==> src/design/biq_pkg.sv <==
`default_nettype none

package biq_pkg;

  localparam int COEF_BITS     = 32;
  localparam int APB_DATA_BITS = 32;
  localparam int APB_ADDR_BITS = 5;

  typedef logic signed [COEF_BITS-1:0] coef_t;

  // Register index, taken from paddr above the byte offset.
  typedef enum logic [2:0] {
    REG_ALPHA = 3'd0,
    REG_MU    = 3'd1,
    REG_SIGMA = 3'd2,
    REG_GAMMA = 3'd3,
    REG_BETA  = 3'd4
  } reg_idx_t;

endpackage

`default_nettype wire

==> src/design/biq_if.sv <==
`default_nettype none

interface biq_in_if #(parameter int SAMPLE_BITS = 24);
  logic                          valid;
  logic                          ready;
  logic signed [SAMPLE_BITS-1:0] sample_in;
  logic                          last_in_track;

  modport source (output valid, sample_in, last_in_track, input ready);
  modport sink   (input valid, sample_in, last_in_track, output ready);
endinterface

interface biq_out_if #(parameter int SAMPLE_BITS = 24);
  logic                          valid;
  logic                          ready;
  logic signed [SAMPLE_BITS-1:0] sample_out;
  logic                          saturated;
  logic                          last_out;

  modport source (output valid, sample_out, saturated, last_out, input ready);
  modport sink   (input valid, sample_out, saturated, last_out, output ready);
endinterface

`default_nettype wire

==> src/design/biquad_iir_filter_core.sv <==
`default_nettype none

// Channel   Kind             Transaction
// in_s      valid/ready      one input sample with its end-of-track flag
// out_s     valid/ready      one filtered sample, clip flag, end-of-track copy
// APB       psel/penable     coefficient write or read, five registers at 4*i
//
// A sample passes through the accepting edge and eight steps in which a
// single signed 32 x 33-bit multiplier and one accumulator adder
// are reused for the five coefficient products (alpha is applied in two halves).
// The input is ready only while the sequencer is idle.
// If the output register is still occupied, the last step waits for it.
// rst_n is synchronous; it clears coefficients, history and handshakes.
module biquad_iir_filter_core #(
  parameter int SAMPLE_BITS    = 24,
  parameter int COEF_FRAC_BITS = 28
) (
  input  wire                                clk,
  input  wire                                rst_n,
  biq_in_if.sink                             in_s,
  biq_out_if.source                          out_s,
  input  wire                                psel,
  input  wire                                penable,
  input  wire                                pwrite,
  input  wire [biq_pkg::APB_ADDR_BITS-1:0]   paddr,
  input  wire [biq_pkg::APB_DATA_BITS-1:0]   pwdata,
  output logic [biq_pkg::APB_DATA_BITS-1:0]  prdata,
  output logic                               pready
);

  localparam int SB  = SAMPLE_BITS;
  localparam int CB  = biq_pkg::COEF_BITS;
  localparam int IW  = SB + 34;                     // inner feed-forward sum
  localparam int HW  = IW - CB;                     // upper part of the inner sum
  localparam int BW  = (HW > CB + 1) ? HW : CB + 1; // multiplier data operand
  localparam int PW  = CB + BW;                     // product
  localparam int AW  = SB + 66;                     // accumulator
  localparam int RSH = 2 * COEF_FRAC_BITS - 1;      // doubling folded into the shift
  localparam logic [AW-1:0] HALF     = {{(AW-1){1'b0}}, 1'b1} << (RSH - 1);
  localparam logic [SB-1:0] SMP_MAX  = {1'b0, {(SB-1){1'b1}}};
  localparam logic [SB-1:0] SMP_MIN  = {1'b1, {(SB-1){1'b0}}};

  typedef enum logic [3:0] {
    S_IDLE, S_MU, S_SIGMA, S_GAMMA, S_BETA, S_ALO, S_AHI, S_ACC, S_OUT
  } state_t;

  state_t state_r, state_nxt;

  biq_pkg::coef_t alpha_r, alpha_nxt, mu_r, mu_nxt, sigma_r, sigma_nxt;
  biq_pkg::coef_t gamma_r, gamma_nxt, beta_r, beta_nxt;

  logic signed [SB-1:0] x0_r, x0_nxt, x1_r, x1_nxt, x2_r, x2_nxt;
  logic signed [SB-1:0] y1_r, y1_nxt, y2_r, y2_nxt;
  logic                 last_r, last_nxt;
  logic [IW-1:0]        inner_r, inner_nxt;
  logic signed [AW-1:0] acc_r, acc_nxt;
  logic signed [PW-1:0] p_r, mul_p;

  logic                 out_valid_r, out_valid_nxt;
  logic [SB-1:0]        out_sample_r, out_sample_nxt;
  logic                 out_sat_r, out_sat_nxt;
  logic                 out_last_r, out_last_nxt;

  biq_pkg::coef_t       mul_a;
  logic signed [BW-1:0] mul_b;
  logic [AW-1:0]        addend, acc_base, acc_sum;
  logic                 acc_sub;
  logic signed [AW-1:0] res;
  logic                 ovf;
  logic [SB-1:0]        y_sat;
  logic                 accept, out_load, cfg_wr;
  biq_pkg::reg_idx_t    cfg_idx;

  assign accept      = in_s.valid && in_s.ready;
  assign in_s.ready  = (state_r == S_IDLE);
  assign out_s.valid      = out_valid_r;
  assign out_s.sample_out = out_sample_r;
  assign out_s.saturated  = out_sat_r;
  assign out_s.last_out   = out_last_r;
  assign out_load = (state_r == S_OUT) && (!out_valid_r || out_s.ready);

  // Configuration port
  assign pready  = 1'b1;
  assign cfg_wr  = psel && penable && pwrite && pready;
  assign cfg_idx = biq_pkg::reg_idx_t'(paddr[biq_pkg::APB_ADDR_BITS-1:2]);

  always_comb begin
    unique case (cfg_idx)
      biq_pkg::REG_ALPHA: prdata = alpha_r;
      biq_pkg::REG_MU:    prdata = mu_r;
      biq_pkg::REG_SIGMA: prdata = sigma_r;
      biq_pkg::REG_GAMMA: prdata = gamma_r;
      biq_pkg::REG_BETA:  prdata = beta_r;
      default:            prdata = '0;
    endcase
  end

  always_comb begin
    alpha_nxt = alpha_r;
    mu_nxt    = mu_r;
    sigma_nxt = sigma_r;
    gamma_nxt = gamma_r;
    beta_nxt  = beta_r;
    if (cfg_wr) begin
      unique case (cfg_idx)
        biq_pkg::REG_ALPHA: alpha_nxt = pwdata;
        biq_pkg::REG_MU:    mu_nxt    = pwdata;
        biq_pkg::REG_SIGMA: sigma_nxt = pwdata;
        biq_pkg::REG_GAMMA: gamma_nxt = pwdata;
        biq_pkg::REG_BETA:  beta_nxt  = pwdata;
        default: ;
      endcase
    end
  end

  // Shared multiplier operand selection. The alpha product is split into an
  // unsigned lower word and a signed upper part of the inner sum.
  always_comb begin
    mul_a = alpha_r;
    mul_b = '0;
    unique case (state_r)
      S_MU:    begin mul_a = mu_r;    mul_b = BW'(x1_r); end
      S_SIGMA: begin mul_a = sigma_r; mul_b = BW'(x2_r); end
      S_GAMMA: begin mul_a = gamma_r; mul_b = BW'(y1_r); end
      S_BETA:  begin mul_a = beta_r;  mul_b = BW'(y2_r); end
      S_ALO:   begin mul_a = alpha_r; mul_b = BW'({1'b0, inner_r[CB-1:0]}); end
      S_AHI:   begin mul_a = alpha_r; mul_b = BW'($signed(inner_r[IW-1:CB])); end
      default: begin mul_a = alpha_r; mul_b = '0; end
    endcase
  end

  assign mul_p = mul_a * mul_b;

  // Accumulator: the sigma to accumulate steps add (alpha-low subtracts) the product registered in the previous step.
  always_comb begin
    addend   = '0;
    acc_base = acc_r;
    acc_sub  = 1'b0;
    unique case (state_r)
      S_SIGMA, S_GAMMA, S_AHI: addend = AW'(p_r);
      S_BETA: begin
        addend   = AW'(p_r) <<< COEF_FRAC_BITS;
        acc_base = HALF;
      end
      S_ALO: begin
        addend  = AW'(p_r) <<< COEF_FRAC_BITS;
        acc_sub = 1'b1;
      end
      S_ACC:   addend = AW'(p_r) <<< CB;
      default: addend = '0;
    endcase
  end

  assign acc_sum = acc_base + (addend ^ {AW{acc_sub}}) + AW'(acc_sub);

  // Rounding was seeded with the half in the beta step; the doubling is
  // absorbed by shifting one place less.
  assign res   = acc_r >>> RSH;
  assign ovf   = !(&res[AW-1:SB-1]) && (|res[AW-1:SB-1]);
  assign y_sat = ovf ? (acc_r[AW-1] ? SMP_MIN : SMP_MAX) : res[SB-1:0];

  always_comb begin
    state_nxt      = state_r;
    x0_nxt         = x0_r;
    last_nxt       = last_r;
    x1_nxt         = x1_r;
    x2_nxt         = x2_r;
    y1_nxt         = y1_r;
    y2_nxt         = y2_r;
    inner_nxt      = inner_r;
    acc_nxt        = acc_r;
    out_valid_nxt  = out_valid_r && !out_s.ready;
    out_sample_nxt = out_sample_r;
    out_sat_nxt    = out_sat_r;
    out_last_nxt   = out_last_r;
    unique case (state_r)
      S_IDLE: begin
        if (accept) begin
          x0_nxt    = in_s.sample_in;
          last_nxt  = in_s.last_in_track;
          acc_nxt   = AW'(in_s.sample_in) <<< COEF_FRAC_BITS;
          state_nxt = S_MU;
        end
      end
      S_MU:    state_nxt = S_SIGMA;
      S_SIGMA: begin acc_nxt = acc_sum; state_nxt = S_GAMMA; end
      S_GAMMA: begin acc_nxt = acc_sum; state_nxt = S_BETA; end
      S_BETA: begin
        inner_nxt = acc_r[IW-1:0];
        acc_nxt   = acc_sum;
        state_nxt = S_ALO;
      end
      S_ALO:   begin acc_nxt = acc_sum; state_nxt = S_AHI; end
      S_AHI:   begin acc_nxt = acc_sum; state_nxt = S_ACC; end
      S_ACC:   begin acc_nxt = acc_sum; state_nxt = S_OUT; end
      S_OUT: begin
        if (out_load) begin
          out_valid_nxt  = 1'b1;
          out_sample_nxt = y_sat;
          out_sat_nxt    = ovf;
          out_last_nxt   = last_r;
          state_nxt      = S_IDLE;
          if (last_r) begin
            x1_nxt = '0;
            x2_nxt = '0;
            y1_nxt = '0;
            y2_nxt = '0;
          end else begin
            x1_nxt = x0_r;
            x2_nxt = x1_r;
            y1_nxt = y_sat;
            y2_nxt = y1_r;
          end
        end
      end
      default: state_nxt = S_IDLE;
    endcase
  end

  always_ff @(posedge clk) begin
    if (!rst_n) begin
      state_r     <= S_IDLE;
      out_valid_r <= 1'b0;
      alpha_r     <= '0;
      mu_r        <= '0;
      sigma_r     <= '0;
      gamma_r     <= '0;
      beta_r      <= '0;
      x1_r        <= '0;
      x2_r        <= '0;
      y1_r        <= '0;
      y2_r        <= '0;
    end else begin
      state_r     <= state_nxt;
      out_valid_r <= out_valid_nxt;
      alpha_r     <= alpha_nxt;
      mu_r        <= mu_nxt;
      sigma_r     <= sigma_nxt;
      gamma_r     <= gamma_nxt;
      beta_r      <= beta_nxt;
      x1_r        <= x1_nxt;
      x2_r        <= x2_nxt;
      y1_r        <= y1_nxt;
      y2_r        <= y2_nxt;
    end
    x0_r         <= x0_nxt;
    last_r       <= last_nxt;
    inner_r      <= inner_nxt;
    acc_r        <= acc_nxt;
    p_r          <= mul_p;
    out_sample_r <= out_sample_nxt;
    out_sat_r    <= out_sat_nxt;
    out_last_r   <= out_last_nxt;
  end

  a_accept_starts : assert property (@(posedge clk) disable iff (!rst_n)
    accept |=> (state_r == S_MU))
    else $error("accepted sample did not start the multiply sequence");

  a_sat_at_limit : assert property (@(posedge clk) disable iff (!rst_n)
    (out_valid_r && out_sat_r) |->
      (out_sample_r == SMP_MAX || out_sample_r == SMP_MIN))
    else $error("clipped result is not at a range limit");

  a_track_clear : assert property (@(posedge clk) disable iff (!rst_n)
    (out_load && last_r) |=>
      (x1_r == '0 && x2_r == '0 && y1_r == '0 && y2_r == '0))
    else $error("history not cleared after end of track");

  a_feedback : assert property (@(posedge clk) disable iff (!rst_n)
    (out_load && !last_r) |=> (y1_r == out_sample_r && x1_r == $past(x0_r)))
    else $error("history does not hold the delivered sample");

endmodule

`default_nettype wire
==> src/flat_wrapper.sv <==
// flat-port wrapper written by rule: the top's interface ports become plain ports
module biquad_iir_filter_core_flat 
#(
  parameter int SAMPLE_BITS    = 24,
  parameter int COEF_FRAC_BITS = 28
)
  (clk, rst_n, psel, penable, pwrite, paddr, pwdata, prdata, pready, in_s_valid, in_s_sample_in, in_s_last_in_track, in_s_ready, out_s_valid, out_s_sample_out, out_s_saturated, out_s_last_out, out_s_ready);
  biq_in_if #(.SAMPLE_BITS(SAMPLE_BITS)) in_s_i ();
  biq_out_if #(.SAMPLE_BITS(SAMPLE_BITS)) out_s_i ();
  input  wire clk;
  input  wire rst_n;
  input  wire psel;
  input  wire penable;
  input  wire pwrite;
  input  wire [biq_pkg::APB_ADDR_BITS-1:0] paddr;
  input  wire [biq_pkg::APB_DATA_BITS-1:0] pwdata;
  output logic [biq_pkg::APB_DATA_BITS-1:0] prdata;
  output logic pready;
  input wire logic [$bits(in_s_i.valid)-1:0] in_s_valid;
  input wire logic [$bits(in_s_i.sample_in)-1:0] in_s_sample_in;
  input wire logic [$bits(in_s_i.last_in_track)-1:0] in_s_last_in_track;
  output wire logic [$bits(in_s_i.ready)-1:0] in_s_ready;
  output wire logic [$bits(out_s_i.valid)-1:0] out_s_valid;
  output wire logic [$bits(out_s_i.sample_out)-1:0] out_s_sample_out;
  output wire logic [$bits(out_s_i.saturated)-1:0] out_s_saturated;
  output wire logic [$bits(out_s_i.last_out)-1:0] out_s_last_out;
  input wire logic [$bits(out_s_i.ready)-1:0] out_s_ready;
  assign in_s_i.valid = in_s_valid;
  assign in_s_i.sample_in = in_s_sample_in;
  assign in_s_i.last_in_track = in_s_last_in_track;
  assign in_s_ready = in_s_i.ready;
  assign out_s_valid = out_s_i.valid;
  assign out_s_sample_out = out_s_i.sample_out;
  assign out_s_saturated = out_s_i.saturated;
  assign out_s_last_out = out_s_i.last_out;
  assign out_s_i.ready = out_s_ready;
  biquad_iir_filter_core #(.SAMPLE_BITS(SAMPLE_BITS), .COEF_FRAC_BITS(COEF_FRAC_BITS)) u_core (.clk(clk), .rst_n(rst_n), .in_s(in_s_i), .out_s(out_s_i), .psel(psel), .penable(penable), .pwrite(pwrite), .paddr(paddr), .pwdata(pwdata), .prdata(prdata), .pready(pready));
endmodule
==> config.mk <==
export PLATFORM = sky130hd
export DESIGN_NAME = biquad_iir_filter_core_flat
export DESIGN_NICKNAME = d
export VERILOG_FILES = /design/src/design/biq_pkg.sv /design/src/design/biq_if.sv /design/src/design/biquad_iir_filter_core.sv /design/src/flat_wrapper.sv
export SDC_FILE = /design/constraint.sdc
export NUM_CORES = 2
export LEC_CHECK = 0
export BUFFER_PORTS_ARGS = -buffer_cell sky130_fd_sc_hd__buf_2
export CAP_MARGIN = 25
export CORE_ASPECT_RATIO = 1.5
export CORE_UTILIZATION = 55
export DETAILED_ROUTE_END_ITERATION = 10
export PLACE_DENSITY = 0.73
export SYNTH_ARGS = -nofsm -noshare
export SYNTH_HDL_FRONTEND = slang
export SYNTH_SLANG_ARGS = --single-unit
==> constraint.sdc <==
create_clock -name clk -period 12.24 [get_ports clk]
set_input_delay 2.448 -clock clk [delete_from_list [all_inputs] [get_ports clk]]
set_output_delay 2.448 -clock clk [all_outputs]
set_load 0.05 [all_outputs]
* Yosys cells after proc, flatten, opt, wreduce, memory -nomap -nowiden
Cells that the tools add are included.
Word-level totals: register bits 525, bits in latches 0, memory bits (writable) 0, memory bits (read-only) 0, bits of input ports 69, output and inout bits 61, word-level logic and storage cells 83, memories 0
Operators by class: add/sub/neg operators 2, $mul 1, div/mod/pow operators 0, magnitude comparators 0, eq/ne operators 14, shift operators 0, multiplexer cells 19, bitwise logic cells 1, reduce and logical (&&, ||, !) cells 27
Operators by type and width (count):
- one-hot mux 90 bit (3 select lines) | 1
- one-hot mux 33 bit (6 select lines) | 1
- two-way mux 90 bit | 2
- one-hot mux 90 bit (2 select lines) | 1
- one-hot mux 32 bit (5 select lines) | 1
- two-way mux 24 bit | 6
- one-hot mux 32 bit (4 select lines) | 1
- adder 90 x 1 -> 90 bit | 1
- adder 90 bit | 1
- bitwise XOR 90 bit | 1
- multiplier 32 x 33 -> 65 bit | 1
- one-hot mux 4 bit (9 select lines) | 1
- AND reduction 2 bit | 9
- == test 4 x 3 -> 1 bit (second input constant) | 4
- AND reduction 12 bit | 1
- OR reduction 12 bit | 1
- == test 4 x 2 -> 1 bit (second input constant) | 2
- two-way mux 4 bit | 2
- == test 3 x 2 -> 1 bit (second input constant) | 2
- logical AND 1 bit | 6
- OR reduction 6 bit | 1
- == test 4 x 1 -> 1 bit (second input constant) | 1
- == test 4 bit (second input constant) | 1
- logical NOT 4 bit | 1
- other kinds (11) | 15

* Depth between registers and ports, before layout
word-level depth 7, gate-level depth with buffers 39, depth with buffers taken out 33

* Worst setup path before layout
OpenSTA, ideal clock, no wires.
path kind register to register, start point register u_core.state_r[1], end point register u_core.p_r[63], library setup time 106 ps, arrival 9269 ps, required time 12134 ps, slack 2865 ps, cell stages (with the launch flop) 35, path buffers 6, clock period less this slack 9375 ps, cells stage by stage dfxtp_1 clkbuf_1 nand2_1 nor3_1 clkbuf_1 buf_1 a21o_1 clkbuf_1 buf_1 nand2_1 inv_1 fa_1 inv_1 fa_1 inv_1 fa_1 fa_1 inv_1 fa_1 inv_1 fa_1 inv_1 fa_1 inv_1 fa_1 ha_1 clkbuf_1 a21o_1 a21oi_1 nor2_1 a311oi_1 nor2_1 or4b_2 a31o_2 o311ai_0
On the way: cells in the longest elaborated chain, start to end 3, elaborated cells between the ends (all ways) 9, those cells by class mul (1); eq/ne (6); mux (2)
RTL lines:
- from (decl) | line biquad_iir_filter_core.sv:47 | state_t state_r, state_nxt;
- from (signal assigned) | line biquad_iir_filter_core.sv:234 | state_r <= state_nxt;
- == test 4 x 3 -> 1 bit, or another cell as far along | line biquad_iir_filter_core.sv:121 | unique case (state_r)
- one-hot mux 33 bit (6 select lines) or one-hot mux 32 bit (4 select lines) (tied branches) | line biquad_iir_filter_core.sv:121
- multiplier 32 x 33 -> 65 bit * | line biquad_iir_filter_core.sv:132 | assign mul_p = mul_a * mul_b;
- net u_core.mul_p[63] | line biquad_iir_filter_core.sv:57 | logic signed [PW-1:0] p_r, mul_p;
- to (signal assigned) | line biquad_iir_filter_core.sv:250 | p_r <= mul_p;
- to (decl) | line biquad_iir_filter_core.sv:57
Mark *: on every way through the listed nets, which the timed path passes. The rest lies on a longest branch. A chain may end at the register's enable or synchronous reset.

* Worst setup path in the final report
start point register u_core.state_r[3], end point register u_core.p_r[64]
Same word-level chain as after synthesis.

==> out/results.md <==
| Metric | This run | Unit |
|---|---|---|
| RSZ-0062 raised after global routing | false | - |
| Crit Reg-Reg Startpoint | u_core.state_r[3]$_SDFFE_PN0P_ | - |
| EDFF count, synth | 199 | - |
| Number of gates resized after cts | 0 | - |
| Cts-stage hold buffer count | 0 | - |
| PnR worst setup slack | 1210 | ps |
| Max Cap Viol | 0 | - |
| Top cells by area in the synthesized netlist | sky130_fd_sc_hd__fa_1 34%, sky130_fd_sc_hd__dfxtp_1 10%, sky130_fd_sc_hd__edfxtp_1 9.2% | - |
| Area Growth Syn to Fin | 6.99 | % |
| CP dominant cell by count | sky130_fd_sc_hd__fa_1 | - |
| Final core utilization | 59.2 | % |
| Category of the worst setup path capture point | flip-flop | - |
| Final HPWL from detailed placement | 180000 | µm |
| Final layout net count | 8628 | - |
| Cell with the largest stage delay on the worst path | sky130_fd_sc_hd__dfxtp_1 | - |
| Layout cells sized above 1 | 6.97 | % |
| Post-Route Hold Slack | 441 | ps |
| Die outline height | 423 | µm |
| Maximum number of pins on one net before global-route repair | 133 | - |
| CTS H-tree lvls | 2 | - |
| Relative contribution of combinational cells to total power | 18.3 | % |
| Number of antenna violations at the first check in global routing | 16 | - |
| Yosys cell types | 85 | - |
| Violations in the final reports | DRC | - |
| Total leakage power | 30.8 | nW |
| Required time worst endpoint | 12770 | ps |
| Critical path destination | u_core.p_r[64]$_DFF_P_ | - |
| Combined area of all synthesized cells | 0.0650 | mm² |
| Die Footprint | 0.120 | mm² |
| Run status | finished with violations | - |
| First-iteration detailed-routing DRC count | 5805 | - |
| Worst-path maximum fanout | 24 | - |
| Setup Skew | 33.1 | ps |
| Startpoint of the most critical setup path | u_core.state_r[3]$_SDFFE_PN0P_ | - |
| Sequential area share after synthesis | 19.2 | % |
| Horizontal die dimension | 283 | µm |
| Clock tree buffer depth | 3 | - |
| RePlAce Congestion | 1.02 | - |
| Worst Hold Class | flip-flop to flip-flop | - |
| Final number of hold-violating endpoints | 0 | - |
| Register share of total power | 43.3 | % |
| Power share of the clock group | 38.5 | % |
| Net switching fraction of the power | 31.6 | % |
| Setup TNS | 0 | ps |
| Antenna-violating nets left | 0 | - |
| Actual slew at the worst max-slew pin | 1220 | ps |
| Post-DR wirelength/cell | 26.4 | µm |
| Post-synthesis net count | 8734 | - |
| Post-synthesis async set-or-reset flop share | 0 | % |
| Final Cycle Share | 90.2 | % |
| Worst-skew pair later-pin latency | 680 | ps |
| DR pass1 iterations | 11 | - |
| Number of remaining DRC errors | 9 | - |
| Number of placement rows | 154 | - |
| Total net switching power | 0.00147 | W |
| Post-Synthesis Cells | 7278 | - |
| Share of Yosys cell area claimed by the top area cell type | 34.3 | % |
| Pwr/cell area | 66.9 | mW/mm² |
| PortBufs | 126 | - |
| I/O pin cnt | 130 | - |
| TritonCTS clock tree | built | - |
| Achievable frequency | 90.6 | MHz |
| Number of buffers created by CTS | 57 | - |
| Reg2Reg Depth | 32 | - |
| Vias in the first global route | 56103 | - |
| Most used cells in the layout excluding fill and tap cells | 1113 x sky130_fd_sc_hd__fa_1, 1074 x sky130_fd_sc_hd__inv_1, 1044 x sky130_fd_sc_hd__nand2_1 | - |
| Crit Reg-Reg Endpoint | u_core.p_r[64]$_DFF_P_ | - |
| Initial Util | 55.4 | % |
| Area of the core | 0.117 | mm² |
| Clock-pin slew of the registers on the worst-case setup and hold paths | 60 | ps |
| Prevailing post-synth register cell | sky130_fd_sc_hd__dfxtp_1 | - |
| Endpoints failing setup | 0 | - |
| Mean Syn Cell Area | 8.93 | µm² |
| Clock sink count | 525 | - |
| Final Critical Period | 11030 | ps |
| Max-slew violations | 0 | - |
| Pre-CTS WS | 1360 | ps |
| Number of flip-flops and latches in the synthesized netlist | 525 | - |
| Via count normalized by instance count | 6.16 | - |
| Critical Path Start Type | flip-flop | - |
| Worst max-slew margin expressed relative to the limit | 18.5 | % |
| Clock Root Buffer | sky130_fd_sc_hd__clkbuf_16 | - |
| Remaining global-route overflow | 0 | - |
| Buffers inserted during post-CTS setup optimization | 0 | - |
| Area leader, netlist | sky130_fd_sc_hd__fa_1 | - |
| Ys Warns | 0 | - |
| Internal Power | 0.00318 | W |
| Signal arrival time at the worst endpoint | 11560 | ps |
| Final Routed Wirelength | 232000 | µm |
| Routed via count | 54197 | - |
| Peak supply drop | 128 | µV |
| Setup slack, reg-to-reg | 1210 | ps |
| Kind of critical path | flip-flop to flip-flop | - |
| Global-route wire length before repair | 348000 | µm |
| Leading cell type in the layout, fill and taps excluded | sky130_fd_sc_hd__fa_1 | - |
| Total track usage | 39.8 | % |
| Crit path largest cell delay | 860 | ps |
## per-layer routing
metal	global-route usage (%)	vias up	part of all wire, %
met5	0	-	0.0056
met4	37.5	2	12
met3	7.98	1029	8.9
met2	63.0	3027	47
met1	44.8	27071	33
li1	-	23068	-
## final cells by class
cell class / instances / area [µm²]
sequential: 525 / 12500
tap: 1560 / 1950
antenna: 12 / 30.0
timing repair buffer: 302 / 2210
inverter: 1074 / 4030
clock inverter: 35 / 358
clock buffer: 73 / 1580
multi-input combinational: 5212 / 46900
fill: 10228 / 47800
## through the flow
stage / total power, W / cell area, µm² / instances
floorplan: 0.00256 / 65000 / 7278
global placement: 0.00285 / 67100 / 8648
detailed placement: 0.00286 / 67300 / 8656
CTS: 0.00463 / 69200 / 8764
global route: 0.00479 / 69500 / 8788
finish: 0.00465 / 69500 / 8793
## cells by family (layout without fill, tap and decap cells)
logic type,after synthesis,count (layout),share of synthesized area [%]
adders and majority gates,1387,1387,39.6
xor gates and xnor gates,205,205,2.76
AOI/OAI and AO/OA,1226,1226,12.9
DFF,525,525,19.2
muxes,32,32,0.572
buffers and inverters,1541,1484,8.95
and+or+nand+nor,2361,2361,16.0
other,1,13,0.00577
## Yosys cell counts, types with 29 or more instances
library cell / number
sky130_fd_sc_hd__nand3_1: 73
sky130_fd_sc_hd__and2_1: 29
sky130_fd_sc_hd__xnor2_1: 152
sky130_fd_sc_hd__edfxtp_1: 199
sky130_fd_sc_hd__o22ai_1: 34
sky130_fd_sc_hd__o21bai_1: 35
sky130_fd_sc_hd__mux2_2: 31
sky130_fd_sc_hd__inv_1: 1074
sky130_fd_sc_hd__a221oi_1: 31
sky130_fd_sc_hd__fa_1: 1113
sky130_fd_sc_hd__a21boi_0: 167
sky130_fd_sc_hd__dfxtp_1: 326
sky130_fd_sc_hd__and3_1: 35
sky130_fd_sc_hd__ha_1: 274
sky130_fd_sc_hd__a21oi_1: 282
sky130_fd_sc_hd__xor2_1: 53
sky130_fd_sc_hd__clkbuf_1: 413
sky130_fd_sc_hd__a222oi_1: 32
sky130_fd_sc_hd__buf_1: 32
sky130_fd_sc_hd__o21ai_0: 166
sky130_fd_sc_hd__nor2b_1: 177
sky130_fd_sc_hd__nor3_1: 34
sky130_fd_sc_hd__nand4_1: 79
sky130_fd_sc_hd__nor3b_1: 76
sky130_fd_sc_hd__a22oi_1: 203
sky130_fd_sc_hd__nand2_1: 1044
sky130_fd_sc_hd__nor2_1: 722
sky130_fd_sc_hd__a21o_1: 109
## worst min path at each step
stage,startpoint,to,cells past startpoint
CTS,u_core.acc_r[3]$_SDFFCE_PP0P_,u_core.inner_r[3]$_DFFE_PP_,0
global placement,u_core.acc_r[51]$_DFFE_PP_,u_core.inner_r[51]$_DFFE_PP_,0
finish,u_core.acc_r[52]$_DFFE_PP_,u_core.inner_r[52]$_DFFE_PP_,0
global route,u_core.acc_r[52]$_DFFE_PP_,u_core.inner_r[52]$_DFFE_PP_,0
detailed placement,u_core.acc_r[52]$_DFFE_PP_,u_core.inner_r[52]$_DFFE_PP_,0
floorplan,u_core.acc_r[10]$_SDFFCE_PP0P_,u_core.inner_r[10]$_DFFE_PP_,0
## power groups by stage
stage                     logic [W]  clock network [W]  registers (W)
after global placement     0.000810                  0        0.00204
final                      0.000850            0.00179        0.00201
after CTS                  0.000823            0.00180        0.00201
after detailed placement   0.000817                  0        0.00204
after floorplan            0.000554                  0        0.00200
after global routing       0.000900            0.00187        0.00202
## state kept, by name, indices dropped and copies added, names as in the netlist, 4 cells and up
name,cells
u_core.acc_r,90
u_core.p_r,65
u_core.inner_r,58
u_core.alpha_r,32
u_core.beta_r,32
u_core.gamma_r,32
u_core.mu_r,32
u_core.sigma_r,32
u_core.out_s.sample_out,24
u_core.x0_r,24
u_core.x1_r,24
u_core.x2_r,24
u_core.y1_r,24
u_core.y2_r,24
u_core.state_r,4
## critical path, delay by kind of cell (launching register included)
family / cells / cell delay [ps]
adder cells (fa/ha/maj): 9 / 4490
AND/OR/NAND/NOR: 9 / 2760
AO/OA/AOI/OAI: 7 / 1830
flip-flops: 1 / 860
buffers and inverters: 6 / 740
XOR/XNOR: 1 / 160
Note: power is estimated with default switching activity, not from simulation.
